File: config.mk
export PLATFORM = sky130hd
export DESIGN_NAME = lasd_ctrl_flat
export DESIGN_NICKNAME = d
export VERILOG_FILES = /design/src/rtl/lasd_pkg.sv /design/src/rtl/lasd_in_if.sv /design/src/rtl/lasd_out_if.sv /design/src/rtl/lasd_ctrl.sv /design/src/flat_wrapper.sv
export SDC_FILE = /design/constraint.sdc
export NUM_CORES = 1
export LEC_CHECK = 0
export ABC_AREA = 1
export BUFFER_PORTS_ARGS = -buffer_cell sky130_fd_sc_hd__buf_2
export CAP_MARGIN = 25
export CORE_AREA = 2 2 91 93
export CTS_BUF_LIST = sky130_fd_sc_hd__clkbuf_4 sky130_fd_sc_hd__clkbuf_8
export DETAILED_ROUTE_END_ITERATION = 8
export DIE_AREA = 0 0 93 95
export PLACE_DENSITY = 0.84
export SYNTH_ARGS = -nofsm -noshare
export SYNTH_HDL_FRONTEND = slang
export SYNTH_SLANG_ARGS = --single-unit
File: constraint.sdc
create_clock -name clk -period 5.7 [get_ports clk]
set_input_delay 0 -clock clk [delete_from_list [all_inputs] [get_ports clk]]
set_output_delay 0 -clock clk [all_outputs]
set_load 0.1 [all_outputs]
File: src/rtl/lasd_pkg.sv
`default_nettype none
// ----------------------------------------------------------------------------
// lasd_pkg
// Shared constants and types for the longest arithmetic subsequence block.
// ----------------------------------------------------------------------------
package lasd_pkg;

  localparam int MAX_VALUE  = 511;
  localparam int MAX_LEN    = 1024;

  // fixed field widths of the channels
  localparam int VALUE_W    = 9;
  localparam int OUT_W      = 11;

  localparam int LEN_W      = $clog2(MAX_LEN + 1);
  localparam int DIFF_COUNT = 2 * MAX_VALUE + 1;
  localparam int ROW_W      = $clog2(MAX_VALUE + 1);
  localparam int COL_W      = $clog2(DIFF_COUNT);
  localparam int ADDR_W     = ROW_W + COL_W;
  localparam int RAM_DEPTH  = 1 << ADDR_W;
  localparam int EPOCH_W    = 8;
  localparam int WORD_W     = EPOCH_W + LEN_W;
  // wide enough for row + MAX_VALUE and for any column
  localparam int SUM_W      = ((ROW_W + 1 > COL_W) ? ROW_W + 1 : COL_W) + 1;

  typedef enum logic [2:0] {
    ST_CLEAR,
    ST_IDLE,
    ST_RUN,
    ST_FLUSH,
    ST_DONE
  } state_t;

  typedef struct packed {
    logic [EPOCH_W-1:0] epoch;
    logic [LEN_W-1:0]   count;
  } word_t;

  // one table update, aligned with the read data from the ram
  typedef struct packed {
    logic              valid;
    logic              in_range;
    logic [ADDR_W-1:0] addr;
  } op_t;

  typedef struct packed {
    op_t                op;
    logic [EPOCH_W-1:0] epoch;
    logic               best_clr;
  } ctl_t;

  typedef struct packed {
    logic              we;
    logic [ADDR_W-1:0] addr;
    logic [WORD_W-1:0] data;
  } wr_t;

endpackage
`default_nettype wire

File: src/rtl/lasd_in_if.sv
`default_nettype none
// ----------------------------------------------------------------------------
// lasd_in_if
// Element channel: one sequence value and its start-of-sequence flag.
// ----------------------------------------------------------------------------
interface lasd_in_if;
  import lasd_pkg::*;

  logic               valid;
  logic               ready;
  logic [VALUE_W-1:0] value;
  logic               first;

  modport source (output valid, output value, output first, input ready);
  modport sink   (input valid, input value, input first, output ready);
endinterface
`default_nettype wire

File: src/rtl/lasd_out_if.sv
`default_nettype none
// ----------------------------------------------------------------------------
// lasd_out_if
// Result channel: best subsequence length after each element.
// ----------------------------------------------------------------------------
interface lasd_out_if;
  import lasd_pkg::*;

  logic             valid;
  logic             ready;
  logic [OUT_W-1:0] best_length;

  modport source (output valid, output best_length, input ready);
  modport sink   (input valid, input best_length, output ready);
endinterface
`default_nettype wire

File: src/rtl/lasd_ctrl.sv
`default_nettype none
// ----------------------------------------------------------------------------
// lasd_ctrl
// Sequencer: clearing sweep, epoch, column walk with read addresses,
// and the result register.
// ----------------------------------------------------------------------------
module lasd_ctrl (
  input  wire logic                        clk,
  input  wire logic                        rst,
  lasd_in_if.sink                          din,
  lasd_out_if.source                       dout,
  input  wire logic [lasd_pkg::LEN_W-1:0]  best,
  output lasd_pkg::ctl_t                   ctl,
  output lasd_pkg::wr_t                    clr,
  output logic      [lasd_pkg::ADDR_W-1:0] raddr_cur,
  output logic      [lasd_pkg::ADDR_W-1:0] raddr_prev
);
  import lasd_pkg::*;

  localparam logic [COL_W-1:0]   COL_LAST  = COL_W'(DIFF_COUNT - 1);
  localparam logic [ADDR_W-1:0]  ADDR_LAST = '1;
  localparam logic [EPOCH_W-1:0] EPOCH_MAX = '1;

  state_t             state;
  state_t             state_next;
  logic [COL_W-1:0]   col;
  logic [ROW_W-1:0]   row;
  logic               skip;
  logic               pending;
  logic [EPOCH_W-1:0] epoch;
  logic [ADDR_W-1:0]  clr_addr;
  op_t                op;
  logic               accept;
  logic               in_skip;
  logic               load_out;
  logic [SUM_W-1:0]   row_sum;
  logic [SUM_W-1:0]   prev_row;
  logic               in_range;

  assign in_skip = 32'(din.value) > MAX_VALUE;
  assign accept  = (state == ST_IDLE) && din.valid;

  // predecessor row = row + MAX_VALUE - col
  always_comb begin
    row_sum    = SUM_W'(row) + SUM_W'(MAX_VALUE);
    prev_row   = row_sum - SUM_W'(col);
    in_range   = (row_sum >= SUM_W'(col)) && (prev_row <= SUM_W'(MAX_VALUE));
    raddr_cur  = {row, col};
    raddr_prev = {prev_row[ROW_W-1:0], col};
  end

  always_comb begin
    state_next = state;
    din.ready  = 1'b0;
    clr.we     = 1'b0;
    clr.addr   = clr_addr;
    clr.data   = '0;
    load_out   = 1'b0;
    unique case (state)
      ST_CLEAR: begin
        clr.we = 1'b1;
        if (clr_addr == ADDR_LAST) begin
          if (!pending) begin
            state_next = ST_IDLE;
          end else if (skip) begin
            state_next = ST_FLUSH;
          end else begin
            state_next = ST_RUN;
          end
        end
      end
      ST_IDLE: begin
        din.ready = 1'b1;
        if (din.valid) begin
          if (din.first && (epoch == EPOCH_MAX)) begin
            state_next = ST_CLEAR;
          end else if (in_skip) begin
            state_next = ST_FLUSH;
          end else begin
            state_next = ST_RUN;
          end
        end
      end
      ST_RUN: begin
        if (col == COL_LAST) begin
          state_next = ST_FLUSH;
        end
      end
      ST_FLUSH: begin
        state_next = ST_DONE;
      end
      ST_DONE: begin
        if (!dout.valid || dout.ready) begin
          load_out   = 1'b1;
          state_next = ST_IDLE;
        end
      end
      default: begin
        state_next = ST_IDLE;
      end
    endcase
  end

  always_ff @(posedge clk) begin
    if (rst) begin
      state <= ST_CLEAR;
    end else begin
      state <= state_next;
    end
  end

  always_ff @(posedge clk) begin
    if (rst) begin
      clr_addr   <= '0;
      pending    <= 1'b0;
      epoch      <= '0;
      op.valid   <= 1'b0;
      dout.valid <= 1'b0;
    end else begin
      if (state == ST_CLEAR) begin
        clr_addr <= clr_addr + ADDR_W'(1);
      end
      if (accept) begin
        pending <= 1'b1;
        // epoch wrap falls back to a full clearing sweep
        if (din.first) begin
          if (epoch == EPOCH_MAX) begin
            epoch    <= '0;
            clr_addr <= '0;
          end else begin
            epoch <= epoch + EPOCH_W'(1);
          end
        end
      end else if (load_out) begin
        pending <= 1'b0;
      end
      op.valid    <= (state == ST_RUN);
      op.in_range <= in_range;
      op.addr     <= {row, col};
      if (load_out) begin
        dout.valid <= 1'b1;
      end else if (dout.ready) begin
        dout.valid <= 1'b0;
      end
    end
  end

  always_ff @(posedge clk) begin
    if (accept) begin
      row  <= ROW_W'(din.value);
      skip <= in_skip;
    end
    if (accept) begin
      col <= '0;
    end else if (state == ST_RUN) begin
      col <= col + COL_W'(1);
    end
    if (load_out) begin
      dout.best_length <= OUT_W'(best);
    end
  end

  assign ctl = '{op: op, epoch: epoch, best_clr: accept && din.first};

`ifndef ASSERT_OFF
  a_idle_no_op: assert property (@(posedge clk) disable iff (rst)
    state == ST_IDLE |-> !op.valid)
    else $error("table update still in flight while idle");
  a_col_range: assert property (@(posedge clk) disable iff (rst)
    state == ST_RUN |-> col <= COL_LAST)
    else $error("column walk past last difference");
  a_run_from_idle: assert property (@(posedge clk) disable iff (rst)
    $rose(op.valid) |-> $past(state) == ST_RUN)
    else $error("update issued outside column walk");
`endif

endmodule
`default_nettype wire

File: src/flat_wrapper.sv
// flat-port wrapper written by rule: the top's interface ports become plain ports
module lasd_ctrl_flat import lasd_pkg::*;
  (clk, rst, best, ctl, clr, raddr_cur, raddr_prev, din_valid, din_value, din_first, din_ready, dout_valid, dout_best_length, dout_ready);
  lasd_in_if din_i ();
  lasd_out_if dout_i ();
  input  wire logic clk;
  input  wire logic rst;
  input  wire logic [lasd_pkg::LEN_W-1:0] best;
  output lasd_pkg::ctl_t ctl;
  output lasd_pkg::wr_t clr;
  output logic      [lasd_pkg::ADDR_W-1:0] raddr_cur;
  output logic      [lasd_pkg::ADDR_W-1:0] raddr_prev;
  input wire logic [$bits(din_i.valid)-1:0] din_valid;
  input wire logic [$bits(din_i.value)-1:0] din_value;
  input wire logic [$bits(din_i.first)-1:0] din_first;
  output wire logic [$bits(din_i.ready)-1:0] din_ready;
  output wire logic [$bits(dout_i.valid)-1:0] dout_valid;
  output wire logic [$bits(dout_i.best_length)-1:0] dout_best_length;
  input wire logic [$bits(dout_i.ready)-1:0] dout_ready;
  assign din_i.valid = din_valid;
  assign din_i.value = din_value;
  assign din_i.first = din_first;
  assign din_ready = din_i.ready;
  assign dout_valid = dout_i.valid;
  assign dout_best_length = dout_i.best_length;
  assign dout_i.ready = dout_ready;
  lasd_ctrl u_core (.clk(clk), .rst(rst), .din(din_i), .dout(dout_i), .best(best), .ctl(ctl), .clr(clr), .raddr_cur(raddr_cur), .raddr_prev(raddr_prev));
endmodule
==> reports/qor.yml <==
critical_path:
  r2r_slack_ns: 2.85
  startpoint_type: "flop"
  crit_fanout: 4
  timing.critical_path.from: "u_core.row[0]"
  r2r-end: "u_core.ctl[28]"
  cpMostUsedCell: "inv_1"
  critical_path_arrival_ns: 3.16
  endpoint_kind: "primary output"
  critical-path-max-stage-delay_ns: 0.44
  r2r_cells: 16
  slowest_stage: "edfxtp_1"
  worst-endpoint-required_ns: 5.70
  worstPathCellList: "inv_1, ha_1, inv_1, or2_2, nor2_1, nand3_1, xnor2_1, ha_1, inv_1, o21bai_1, a21oi_1, nand2_1, xor2_1, buf_2"
  critical_path_class: "reg2out"
  critPathCapture: "raddr_prev[17]"
  r2r-start: "u_core.row[0]"
die:
  design.core.area_sq_um: 7928
  start_util: 0.5358
  dieArea_sq_um: 8835
  io_pins: 145
  fp-row-count: 33
  die_x_um: 93
  fp.dieH_um: 95
grt:
  track_usage: 0.2216
  antenna_found_initial: 0
  grt_pass1_wl_um: 15320
  grt_max_degree: 23
  gr-total-overflow: 0
  grt_pass1_vias: 3355
timing:
  fin_skew_ns: 0.009815
  worst_hold_slack_ns: 0.01583
  fin_setup_tns_ns: 0
  min_period_over_period: 0.5552
  worstMarginPinSlew_ns: 0.9327
  fmax_ghz: 0.3160
  period_needed_ns: 3.165
  final-hold-violation-count: 0
  setup_viol: 0
  slew_headroom: 0.3759
  rsz0062_at_grt: "no"
  final-max-slew-violation-count: 0
clock_network:
  clkTransAtPathRegs_ns: 0.09
  cts.repair.resized: 0
  cts_tree: "built"
  numCtsBuffers: 9
  post_cts_buffers: 0
  clock-root-buffer: "clkbuf_8"
  clock-sinks: 83
  insertion_delay_ns: 0.36
  cts_buffer_depth: 2
  htree_num_levels: 3
yosys:
  yosys.cell_types.count: 33
  yosysSeqAreaShare: 0.4854
  syn-instance-count: 498
  ys_seq_elements: 83
  synth_area_sq_um: 4248
  synthArstFlopShare: 0
  synth_ff_type: "dfxtp_1"
  synth_edf_count: 40
  syn_avg_cell_area_sq_um: 8.530
  synth_warnings: 0
routing:
  via_per_inst: 4.984
  finalWirelength_um: 9747
  detail_route.iter0.violations: 130
  ant_nets: 0
  route.detailed.drc: 0
  vias: 3753
  wl_per_cell_um: 12.94
  drtPass1Iterations: 6
layout:
  antennaDiodeCount: 0
  final_util: 0.6638
  final_common_cell: "buf_2"
  syn_to_final_growth_pct: 23.89
  fin_nets: 684
  drive_gt1_frac: 0.2438
  final_cell_mix: "buf_2 (125), nand2_1 (95), nor2_1 (63)"
min_path:
  whs_path_depth: 4
  hold_path_class: "in2reg"
placed_design:
  port_buffers: 125
  hpwl_um: 7272
  routabilityCongestion: 0.8555
job:
  max_cap_violations: 0
pwr:
  p_leak_nw: 2.422
  irDropWorstVdd_uv: 219.9
  powerDensity_nw_per_um2: 469.7
status:
  status: "complete, no violations"
[cells in the mapped netlist, drive strengths merged, types with 14 or more instances]
cell type  instances  area (sq um)
a21oi             31         158.9
nand2             96         367.8
nand3             31         160.1
inv               64         247.7
dfxtp             43         860.8
nor2              70         295.3
edfxtp            40          1201
xor2              21         183.9
o21ai             16         80.08
ha                15         187.7
nor3              14         80.08
buf               30         232.7
[through the flow]
stage	instances	worst slack [ns]	area (sq um)	total power, mW
detailed placement	715	2.867	4836	2.030
finish	753	2.535	5263	2.472
global route	753	2.285	5263	2.575
global placement	715	3.023	4836	2.016
floorplan	516	1.689	4315	1.871
CTS	753	2.527	5263	2.481
[cells by family after synthesis]
| group | count (synthesis) | synth area share |
|---|---|---|
| simple gates | 223 | 0.2303 |
| xor+xnor | 26 | 0.05361 |
| compound gates | 53 | 0.06598 |
| buf+inv | 96 | 0.1149 |
| fa+ha+maj | 16 | 0.04890 |
| other cells | 1 | 0.0008828 |
| flops | 83 | 0.4854 |
[flip-flops by register name, summed over array words and instances (netlist names), 3 cells and up]
signal                   flops
u_core.state                 3
u_core.col                  10
u_core.dout.best_length     11
u_core.clr_addr             19
u_core.epoch                 8
u_core.row                   9
u_core.ctl                  21
[worst max-delay path, delay by kind of cell, from the launching register on]
| kind | cells | cell delay [ns] |
|---|---|---|
| xor gates and xnor gates | 2 | 0.29 |
| adders and majority gates | 2 | 0.50 |
| AOI/OAI and AO/OA | 2 | 0.25 |
| DFF | 1 | 0.44 |
| buffers and inverters | 4 | 0.70 |
| and+or+nand+nor | 4 | 0.65 |
[metal layers]
metal  track usage  wire [um]  vias to the layer above
met3       0.04070        607                       18
met5             0          0                        -
li1              -          -                     1856
met1        0.2778       4019                     1727
met4       0.08946        201                        0
met2        0.3798       4918                      152
[where the power goes]
group          internal [mW]  total [mW]  switching [mW]
combinational          0.197        1.28            1.09
sequential             0.686       0.748          0.0615
clock                  0.210       0.439           0.229
total                   1.09        2.47            1.38
[cell type report]
class                           instances  area [sq um]
Sequential cell                        83          2062
Clock inverter                          7         82.58
Timing Repair Buffer                  147         845.8
Multi-Input combinational cell        337          1765
Tap cell                              105         131.4
Inverter                               65         251.5
Fill cell                             676          2665
Clock buffer                            9         123.9
[worst min-delay path by stage]
stage / from / endpoint
finish: din_first / u_core.epoch[1]
global route: din_first / u_core.epoch[1]
CTS: din_first / u_core.epoch[1]
detailed placement: din_value[5] / u_core.row[5]
global placement: best[3] / u_core.dout.best_length[3]
floorplan: best[0] / u_core.dout.best_length[0]
[what timing repair did]
action / 4_1_cts / 5_1_grt
hold buffers: 22 / 0
setup endpoints to repair: 0 / 0
hold endpoints to repair: 27 / 0
Note: power is estimated with default switching activity, not from simulation.
