<file path="config.mk">
export PLATFORM = sky130hd
export DESIGN_NAME = lasd_upd
export DESIGN_NICKNAME = d
export VERILOG_FILES = /design/src/rtl/lasd_pkg.sv /design/src/rtl/lasd_upd.sv
export SDC_FILE = /design/constraint.sdc
export NUM_CORES = 1
export LEC_CHECK = 0
export BUFFER_PORTS_ARGS = -buffer_cell sky130_fd_sc_hd__buf_2
export CORE_ASPECT_RATIO = 0.7
export CORE_MARGIN = 5
export CORE_UTILIZATION = 30
export CTS_CLUSTER_DIAMETER = 50
export DETAILED_ROUTE_END_ITERATION = 6
export MAX_ROUTING_LAYER = met4
export PLACE_DENSITY = 0.59
export SLEW_MARGIN = 20
export SYNTH_ARGS = -nofsm -noshare
export SYNTH_HDL_FRONTEND = slang
export SYNTH_SLANG_ARGS = --single-unit
export TNS_END_PERCENT = 10
</file>
<file path="constraint.sdc">
create_clock -name clk -period 21.2 [get_ports clk]
set_input_delay 4.24 -clock clk [delete_from_list [all_inputs] [get_ports clk]]
set_output_delay 4.24 -clock clk [all_outputs]
set_load 0.02 [all_outputs]
</file>
<file path="src/rtl/lasd_pkg.sv">
`default_nettype none
// ----------------------------------------------------------------------------
// lasd_pkg
// Shared constants and types for the longest arithmetic subsequence block.
// ----------------------------------------------------------------------------
package lasd_pkg;

  localparam int MAX_VALUE  = 511;
  localparam int MAX_LEN    = 1024;

  // fixed field widths of the channels
  localparam int VALUE_W    = 9;
  localparam int OUT_W      = 11;

  localparam int LEN_W      = $clog2(MAX_LEN + 1);
  localparam int DIFF_COUNT = 2 * MAX_VALUE + 1;
  localparam int ROW_W      = $clog2(MAX_VALUE + 1);
  localparam int COL_W      = $clog2(DIFF_COUNT);
  localparam int ADDR_W     = ROW_W + COL_W;
  localparam int RAM_DEPTH  = 1 << ADDR_W;
  localparam int EPOCH_W    = 8;
  localparam int WORD_W     = EPOCH_W + LEN_W;
  // wide enough for row + MAX_VALUE and for any column
  localparam int SUM_W      = ((ROW_W + 1 > COL_W) ? ROW_W + 1 : COL_W) + 1;

  typedef enum logic [2:0] {
    ST_CLEAR,
    ST_IDLE,
    ST_RUN,
    ST_FLUSH,
    ST_DONE
  } state_t;

  typedef struct packed {
    logic [EPOCH_W-1:0] epoch;
    logic [LEN_W-1:0]   count;
  } word_t;

  // one table update, aligned with the read data from the ram
  typedef struct packed {
    logic              valid;
    logic              in_range;
    logic [ADDR_W-1:0] addr;
  } op_t;

  typedef struct packed {
    op_t                op;
    logic [EPOCH_W-1:0] epoch;
    logic               best_clr;
  } ctl_t;

  typedef struct packed {
    logic              we;
    logic [ADDR_W-1:0] addr;
    logic [WORD_W-1:0] data;
  } wr_t;

endpackage
`default_nettype wire

</file>
<file path="src/rtl/lasd_upd.sv">
`default_nettype none
// ----------------------------------------------------------------------------
// lasd_upd
// Update stage: extends the predecessor run, writes back the longer count
// and tracks the best length of the current sequence.
// ----------------------------------------------------------------------------
module lasd_upd (
  input  wire logic                        clk,
  input  wire logic                        rst,
  input  wire lasd_pkg::ctl_t              ctl,
  input  wire logic [lasd_pkg::WORD_W-1:0] rdata_cur,
  input  wire logic [lasd_pkg::WORD_W-1:0] rdata_prev,
  output lasd_pkg::wr_t                    wr,
  output logic      [lasd_pkg::LEN_W-1:0]  best
);
  import lasd_pkg::*;

  localparam logic [LEN_W-1:0] LEN_MAX = LEN_W'(MAX_LEN);

  word_t            cur_w;
  word_t            prev_w;
  logic [LEN_W-1:0] old_cnt;
  logic [LEN_W-1:0] prev_cnt;
  logic [LEN_W-1:0] cand;
  logic [LEN_W-1:0] now_cnt;
  logic             grow;

  always_comb begin
    cur_w    = word_t'(rdata_cur);
    prev_w   = word_t'(rdata_prev);
    // entries from an older epoch count as cleared
    old_cnt  = (cur_w.epoch == ctl.epoch) ? cur_w.count : '0;
    prev_cnt = (prev_w.epoch == ctl.epoch) ? prev_w.count : '0;
    if (!ctl.op.in_range) begin
      cand = LEN_W'(1);
    end else if (prev_cnt >= LEN_MAX) begin
      cand = LEN_MAX;
    end else begin
      cand = prev_cnt + LEN_W'(1);
    end
    grow    = cand > old_cnt;
    now_cnt = grow ? cand : old_cnt;
    wr.we   = ctl.op.valid && grow;
    wr.addr = ctl.op.addr;
    wr.data = {ctl.epoch, cand};
  end

  always_ff @(posedge clk) begin
    if (rst || ctl.best_clr) begin
      best <= '0;
    end else if (ctl.op.valid && (now_cnt > best)) begin
      best <= now_cnt;
    end
  end

`ifndef ASSERT_OFF
  a_best_mono: assert property (@(posedge clk) disable iff (rst)
    !ctl.best_clr |=> best >= $past(best))
    else $error("best length decreased without a clear");
  a_best_cap: assert property (@(posedge clk) disable iff (rst)
    ctl.op.valid |-> best <= LEN_MAX)
    else $error("best length above saturation limit");
`endif

endmodule
`default_nettype wire

</file>
==> qor.yml, run 1 <==
cts_sinks: 11
max_freq_ghz: 0.0758
htree_levels: 1
cp.arrival_ps: 8950
power_density_mw_per_mm2: 27.3
cp_max_fo: 8
max-cap-violations: 0
hp-class: "flip-flop to flip-flop"
routabilityCongestion: 0.885
grt_max_degree: 15
synth.largest_area_cell: "ha_1"
finalWorstPathRequiredPeriod_ps: 13190
final-hold-violation-count: 0
slowest_stage: "nor4_1"
fin_tns_setup_ps: 0
final_cells: 385
crit_path_start: "ctl[2]"
synth_async_sr_flop_share_pct: 0
grt_pass1_wl_mm: 8.68
rr_startpoint: "best[1]"
final_area_mm2: 0.00229
synth_edf_count: 0
ys_seq_area_share_pct: 11.2
slew_violations: 0
drt-wirelength-per-cell_um: 14.4
drcViolationCount: 0
ys_types: 52
yosys_warnings: 0
grt_pass1_vias: 1787
die-width_um: 107
num_rows: 24
synth_top_cells_by_count: "nand2_1 (31), buf_4 (28), inv_1 (25), ha_1 (20), xor2_1 (13)"
dp.cells: 381
synth_ff_type: "dfxtp_1"
fin_crit_sh_pct: 62.2
ir_worst_vdd_mv: 0.0160
via_per_inst: 4.70
cts_resized: 0
fin_nets: 398
crit_type: "input port to output port"
worstSkewPairLatency_ps: 240
timing.final.ws_setup_ps: 8010
syn_nets: 342
worstMarginPinSlew_ps: 880
synth-seq-cells: 11
placed_cell_area_mm2: 0.00224
gr-total-overflow: 0
boundaryPins: 120
cts_tree: "yes"
start_util_pct: 31.3
diodes: 0
worstPathRequired_ps: 16960
synth_most_common_cell: "nand2_1"
leakage_nw: 1.10
syn_area_per_cell_um2: 7.83
largest_register_ffs: 11
root_buffer: "clkbuf_8"
grt_use_total_pct: 13.2
rsz0062_at_grt: "false"
cpLargestDelayFamily: "simple AND/OR/NAND/NOR gates"
hold_start: "best[4]"
postCtsSetupBuffers: 0
drtIter0Drc: 73
wirelength_mm: 5.54
syn_to_final_growth_pct: 15.8
cts_hold_buf: 0
syn_inst: 252
numCtsBuffers: 3
endpoint_kind: "output port"
pre_cts_ws_ps: 8030
fp.coreArea_mm2: 0.00631
die_area_mm2: 0.00833
start_kind: "input port"
largest_register: "best"
dr.pass1.iters: 4
cts_buffer_depth: 2
antenna_found_initial: 0
synth_area_leaders: "ha_1 (13%), dfxtp_1 (11%), buf_4 (11%)"
vias: 1811
relSlewSlack_pct: 40.8
setup_viol: 0
die_h_um: 77.9
critPathMaxStageDelay_ps: 720
n_fill_cell: 704
path_cells: "buf_2 > xnor2_1 > nand4_1 > nor4_1 > and2_1 > ha_1 > nand3b_1 > a21oi_1 > o21ai_0 > inv_1 > ha_1 > nand2_1 > o21ai_0 > maj3_1 > a221oi_2 > nor3_2 > a211oi_4 > or2_1 > nor2_1 > buf_2"
antenna_left: 0
cp_num_buf_inv: 3
synth_top_area_share_pct: 12.7
place_hpwl_mm: 4.82
status: "finished, final reports clean"
syn-cell-area_mm2: 0.00197
portBuffers: 81
clk_pin_slew_ps: 50
drive_gt1_share_pct: 32.9
skew_ps: 2.61
largestRegisters: "best (11)"
-- cell families (layout without fill, tap and decap cells) --
family | count (synthesis) | after routing | synth area share (%)
fa+ha+maj | 22 | 22 | 13.7
xor+xnor | 26 | 26 | 12.6
simple gates | 84 | 84 | 23.8
flops | 11 | 11 | 11.2
mux | 12 | 12 | 6.08
buf+inv | 57 | 112 | 17.3
compound gates | 40 | 40 | 15.3
-- final cells by class --
type	instances	area, µm²	share of cell area [%]
clock buffers	4	45.0	1.97
inverters	26	98.8	4.32
multi-input cells	184	1410	61.8
flip-flops and latches	11	220	9.63
well taps	78	97.6	4.27
repair buffers	82	413	18.1
-- worst register-to-register path: stages, from the launching register on --
cell and delay, ps:
dfxtp_1 350, inv_1 60, ha_1 280, nor2b_1 120, o21ai_0 80, a21oi_1 190
o221ai_1 160, a21oi_1 140, o311ai_0 180, nor3_1 570, or3b_1 560, o221ai_1 210
-- power by group --
| part | total [mW] | leakage [nW] | internal [mW] | switching, mW |
|---|---|---|---|---|
| clock network | 0.0218 | 0.0228 | 0.0133 | 0.00849 |
| registers | 0.0210 | 0.0887 | 0.0208 | 0.000125 |
| logic | 0.0197 | 0.988 | 0.00892 | 0.0108 |
| total | 0.0624 | 1.10 | 0.0430 | 0.0194 |
-- worst paths after layout --
kind,to,slack [ps],cells after the start
min reg2reg,best[4],490,2
min,best[4],490,2
max,wr[38],8010,20
max reg2reg,best[5],18210,11
-- routing by layer --
| layer | track usage (%) | up-vias | share of wire, % | wire length (µm) |
|---|---|---|---|---|
| li1 | - | 961 | - | - |
| met1 | 19.7 | 809 | 54 | 2990 |
| met2 | 18.6 | 39 | 42 | 2310 |
| met3 | 3.07 | 2 | 4.1 | 225 |
| met4 | 0.894 | 0 | 0.32 | 18 |
| met5 | - | - | 0 | 0 |
-- per-stage QoR --
stage	total power [mW]	hold WS [ps]	util, %
floorplan	0.0382	590	-
global placement	0.0410	473	35.6
detailed placement	0.0411	483	35.6
CTS	0.0628	495	36.3
global route	0.0656	507	36.3
finish	0.0624	493	36.3
-- layout by cell type, fill, tap and decap left out, types with 3 or more instances in the layout --
master     n
buf_2     81
nand2_1   31
inv_1     25
ha_1      20
xor2_1    13
mux2i_1   12
xnor2_1   11
dfxtp_1   11
nand3_1   10
a21oi_1    8
nor2_1     8
o221ai_1   8
o21ai_0    7
nand4_1    4
a22o_1     4
nor4_1     3
nand2b_1   3
nor3_1     3
clkbuf_8   3
No activity file was read; power rests on OpenSTA's default activity.
==> run 2: changes to the inputs <==
--- a/config.mk
+++ b/config.mk
@@ -5,6 +5,7 @@
 export SDC_FILE = /design/constraint.sdc
 export NUM_CORES = 1
 export LEC_CHECK = 0
+export ABC_AREA = 1
 export BUFFER_PORTS_ARGS = -buffer_cell sky130_fd_sc_hd__buf_2
 export CORE_ASPECT_RATIO = 0.7
 export CORE_MARGIN = 5
@@ -12,7 +13,7 @@
 export CTS_CLUSTER_DIAMETER = 50
 export DETAILED_ROUTE_END_ITERATION = 6
 export MAX_ROUTING_LAYER = met4
-export PLACE_DENSITY = 0.59
+export PLACE_DENSITY = 0.57
 export SLEW_MARGIN = 20
 export SYNTH_ARGS = -nofsm -noshare
 export SYNTH_HDL_FRONTEND = slang
==> constraint.sdc (replaced) <==
create_clock -name clk -period 13.25 [get_ports clk]
set_input_delay 2.65 -clock clk [delete_from_list [all_inputs] [get_ports clk]]
set_output_delay 2.65 -clock clk [all_outputs]
set_load 0.02 [all_outputs]
==> qor.yml, run 2 <==
cp_max_fo: 25
htree_levels: 1
die-width_um: 116
pre_cts_ws_ps: 4070
final_cell_mix: "nand2_1 (103), inv_1 (99), buf_2 (81)"
boundaryPins: 120
final_cells: 576
root_buffer: "clkbuf_16"
synth_most_common_cell: "nand2_1"
power_density_mw_per_mm2: 81.3
synth_async_sr_flop_share_pct: 0
fin_crit_sh_pct: 69.6
synth_top_cells_by_count: "nand2_1 (103), inv_1 (99), nor2_1 (38), nand3_1 (32), buf_4 (28)"
cts_buffer_depth: 2
synth_edf_count: 0
ir_worst_vdd_mv: 0.0597
fin_tns_setup_ps: 0
die_area_mm2: 0.00975
synth_top_area_share_pct: 16.4
syn_to_final_growth_pct: 14.6
cts_resized: 0
yosys_warnings: 0
worstPathRequired_ps: 10600
clk_pin_slew_ps: 40
drcViolationCount: 0
finalWorstPathRequiredPeriod_ps: 9220
leakage_nw: 1.73
portBuffers: 81
skew_ps: 1.44
ys_seq_area_share_pct: 9.35
syn_area_per_cell_um2: 5.53
drt-wirelength-per-cell_um: 11.6
grt_use_total_pct: 14.1
grt_max_degree: 26
gr-total-overflow: 0
ys_types: 34
postCtsSetupBuffers: 0
hp-class: "flip-flop to flip-flop"
drive_gt1_share_pct: 20.4
via_per_inst: 4.52
worstMarginPinSlew_ps: 680
die_h_um: 84.1
cts_hold_buf: 0
syn_nets: 516
setup_viol: 0
n_fill_cell: 892
final-hold-violation-count: 0
syn_inst: 426
place_hpwl_mm: 5.86
max-cap-violations: 0
synth-seq-cells: 11
diodes: 0
cts_tree: "yes"
synth_area_leaders: "nand2_1 (16%), inv_1 (16%), ha_1 (11%)"
max_freq_ghz: 0.108
largestRegisters: "best (11)"
synth.largest_area_cell: "nand2_1"
final_common_cell: "nand2_1"
synth_ff_type: "dfxtp_1"
start_util_pct: 30.3
rsz0062_at_grt: "false"
crit_type: "input port to output port"
cts_sinks: 11
num_rows: 27
slew_violations: 0
dp.cells: 572
largest_register_ffs: 11
cp.arrival_ps: 6570
relSlewSlack_pct: 54.2
timing.final.ws_setup_ps: 4030
grt_pass1_wl_mm: 10.9
endpoint_kind: "output port"
antenna_found_initial: 0
dr.pass1.iters: 4
largest_register: "best"
antenna_left: 0
worstSkewPairLatency_ps: 240
syn-cell-area_mm2: 0.00235
fp.coreArea_mm2: 0.00777
routabilityCongestion: 0.875
fin_nets: 566
grt_pass1_vias: 2455
numCtsBuffers: 3
start_kind: "input port"
drtIter0Drc: 119
vias: 2604
wirelength_mm: 6.69
status: "finished, final reports clean"
## run 2: cell count changes after synthesis, moves of 4 or more
cell      before  now
inv_1         25   99
xor2_1        13    5
nand3_2        0    4
nand4_1        4    9
xnor2_1       11    4
nor2_1         8   38
o221ai_1       8    0
nand3_1       10   32
a22o_1         4    0
a21oi_1        8   21
o21ai_1        2    8
nand2_1       31  103
mux2i_1       12    0
## run 2: worst max-delay path, stage by stage
cell and delay, ps:
buf_2 110, inv_1 40, nand2_1 50, nand2_1 50, nor2_1 150, nand2_1 110
nor2_4 290, inv_1 180, nor2_1 130, ha_1 220, inv_1 80, nor2_1 180
nand3_1 200, inv_1 120, nand3_1 90, nor2_1 140, nand2_1 70, ha_1 180
nor2_1 180, ha_1 270, nand3_1 110, nor2_1 60, nand2_1 310, nand2_4 230
nor2_1 170, buf_2 190
## run 2: area by class of cell
class | instances | area (µm²) | area share (%)
Timing Repair Buffer | 82 | 413 | 15.3
Clock buffer | 3 | 75.1 | 2.78
Multi-Input combinational cell | 279 | 1490 | 55.1
Clock inverter | 1 | 5.00 | 0.186
Tap cell | 101 | 126 | 4.68
Sequential cell | 11 | 220 | 8.16
Inverter | 99 | 372 | 13.8
## run 2: metal layers
layer	wire length, µm	up-vias	global-route usage, %
li1	-	1390	-
met1	3430	1133	20.2
met2	2750	71	20.9
met3	484	10	2.46
met4	29	0	2.11
met5	0	-	-
## run 2: stage by stage
stage	total power, mW	instance area, µm²	hold slack [ps]	util [%]
CTS	0.222	2700	567	34.7
floorplan	0.137	2350	632	-
global placement	0.162	2620	556	33.7
global route	0.242	2700	617	34.7
finish	0.219	2700	559	34.7
detailed placement	0.165	2620	552	33.7
## run 2: worst paths after layout
| kind | cells after the start | slack [ps] | endpoint | start |
|---|---|---|---|---|
| setup / recovery | 26 | 4030 | wr[38] | ctl[4] |
| hold reg to reg | 4 | 560 | best[4] | best[4] |
| setup reg to reg | 11 | 11070 | best[0] | best[6] |
| hold / removal | 4 | 560 | best[4] | best[4] |
## run 2: cells by family (layout without fill, tap and decap cells)
family	after synthesis	count (layout)	share of synthesized area [%]
and+or+nand+nor	204	204	38.4
buffers and inverters	136	185	27.5
AOI/OAI and AO/OA	46	46	10.8
adders and majority gates	20	20	10.6
DFF	11	11	9.35
xor gates and xnor gates	9	9	3.35
## run 2: report_power, final
group          total (mW)  internal [mW]  leakage [nW]  switching (mW)
clock network      0.0554         0.0400        0.0409          0.0154
registers          0.0441         0.0408        0.0894         0.00331
logic               0.120         0.0433          1.60          0.0764
==> run 3: changes to the inputs <==
--- a/config.mk
+++ b/config.mk
@@ -13,7 +13,7 @@
 export CTS_CLUSTER_DIAMETER = 50
 export DETAILED_ROUTE_END_ITERATION = 6
 export MAX_ROUTING_LAYER = met4
-export PLACE_DENSITY = 0.57
+export PLACE_DENSITY = 0.59
 export SLEW_MARGIN = 20
 export SYNTH_ARGS = -nofsm -noshare
 export SYNTH_HDL_FRONTEND = slang
==> constraint.sdc (replaced) <==
create_clock -name clk -period 7.82 [get_ports clk]
set_input_delay 1.564 -clock clk [delete_from_list [all_inputs] [get_ports clk]]
set_output_delay 1.564 -clock clk [all_outputs]
set_load 0.02 [all_outputs]
==> qor.yml, run 3 (synthesis gave the netlist of run 2 again) <==
status: "finished, final reports clean"
start_kind: "input port"
cts_tree: "yes"
cp_max_fo: 25
largest_register_ffs: 11
hp-class: "flip-flop to flip-flop"
cts_sinks: 11
num_rows: 27
worstSkewPairLatency_ps: 240
boundaryPins: 120
post-route-util_pct: 34.7
final_common_cell: "nand2_1"
slew_violations: 0
power_density_mw_per_mm2: 139
diodes: 0
drive_gt1_share_pct: 20.2
portBuffers: 81
syn_to_final_growth_pct: 14.5
rsz0062_at_grt: "false"
finalWorstPathRequiredPeriod_ps: 7100
grt_use_total_pct: 14.6
grt_pass1_wl_mm: 11.5
drtIter0Drc: 130
ir_worst_vdd_mv: 0.134
cts_resized: 0
setup_viol: 0
worstPathRequired_ps: 6260
via_per_inst: 4.51
root_buffer: "clkbuf_16"
fin_nets: 566
max_freq_ghz: 0.141
dr.pass1.iters: 4
start_util_pct: 30.3
clk_pin_slew_ps: 40
fp.coreArea_mm2: 0.00777
place_hpwl_mm: 5.91
routabilityCongestion: 0.907
max-cap-violations: 0
skew_ps: 0.748
numCtsBuffers: 3
leakage_nw: 1.73
die_h_um: 84.1
n_fill_cell: 895
largest_register: "best"
grt_max_degree: 26
antenna_found_initial: 0
die-width_um: 116
grt_pass1_vias: 2552
antenna_left: 0
final_cells: 576
fin_crit_sh_pct: 90.7
final_cell_mix: "nand2_1 (103), inv_1 (99), buf_2 (81)"
fin_tns_setup_ps: 0
crit_type: "input port to output port"
pre_cts_ws_ps: 735
worstMarginPinSlew_ps: 655
dp.cells: 572
wirelength_mm: 6.73
cts_hold_buf: 0
postCtsSetupBuffers: 0
drcViolationCount: 0
cts_buffer_depth: 2
gr-total-overflow: 0
relSlewSlack_pct: 55.9
vias: 2598
cp.arrival_ps: 5530
timing.final.ws_setup_ps: 724
die_area_mm2: 0.00975
drt-wirelength-per-cell_um: 11.7
endpoint_kind: "output port"
htree_levels: 1
power.total_mw: 0.374
largestRegisters: "best (11)"
final-hold-violation-count: 0
## run 3: cell types whose count changed in the layout (fill, tap and decap cells not counted)
cell	previous run	this run
clkbuf_1	0	1
clkinv_2	1	0
## run 3: per-stage QoR
stage | instance area [µm²] | hold slack (ps)
finish | 2700 | 556
global route | 2700 | 605
CTS | 2700 | 566
detailed placement | 2620 | 556
global placement | 2620 | 556
floorplan | 2350 | 632
## run 3: critical path: stages
cell and delay (ps):
buf_2 120, inv_1 40, nand2_1 50, nand2_1 50
nor2_1 150, nand2_1 110, nor2_4 310, inv_1 180
nor2_1 130, ha_1 220, inv_1 80, nor2_1 180
nand3_1 190, inv_1 110, nand3_1 90, nor2_1 150
nand2_1 70, ha_1 180, nor2_1 190, ha_1 280
nand3_1 110, nor2_1 70, nand2_1 320, nand2_4 240
nor2_1 170, buf_2 180
## run 3: power breakdown
group	switching [mW]	internal, mW	total (mW)	leakage, nW
registers	0.00565	0.0690	0.0747	0.0894
clock network	0.0267	0.0686	0.0953	0.0382
logic	0.131	0.0735	0.204	1.60
## run 3: worst paths after layout
kind / start / to / slack [ps] / cells past startpoint
worst max-delay path: ctl[4] / wr[38] / 720 / 26
worst min register to register: best[9] / best[9] / 560 / 4
worst min-delay path: best[9] / best[9] / 560 / 4
worst max register to register: best[6] / best[7] / 5700 / 11
## run 3: per-layer routing
layer | vias to the layer above | share of wire [%] | routed length [µm] | GRT usage [%]
li1 | 1389 | - | - | -
met5 | - | 0 | 0 | -
met3 | 18 | 6.3 | 421 | 2.75
met4 | 0 | 1.2 | 83 | 2.95
met2 | 57 | 41 | 2730 | 21.3
met1 | 1134 | 52 | 3500 | 20.9
## run 3: layout make-up
cell class | instances | area [µm²] | area share (%)
clock buffers | 4 | 78.8 | 2.92
flip-flops and latches | 11 | 220 | 8.17
inverters | 99 | 372 | 13.8
repair buffers | 82 | 413 | 15.3
multi-input cells | 279 | 1490 | 55.1
well taps | 101 | 126 | 4.69
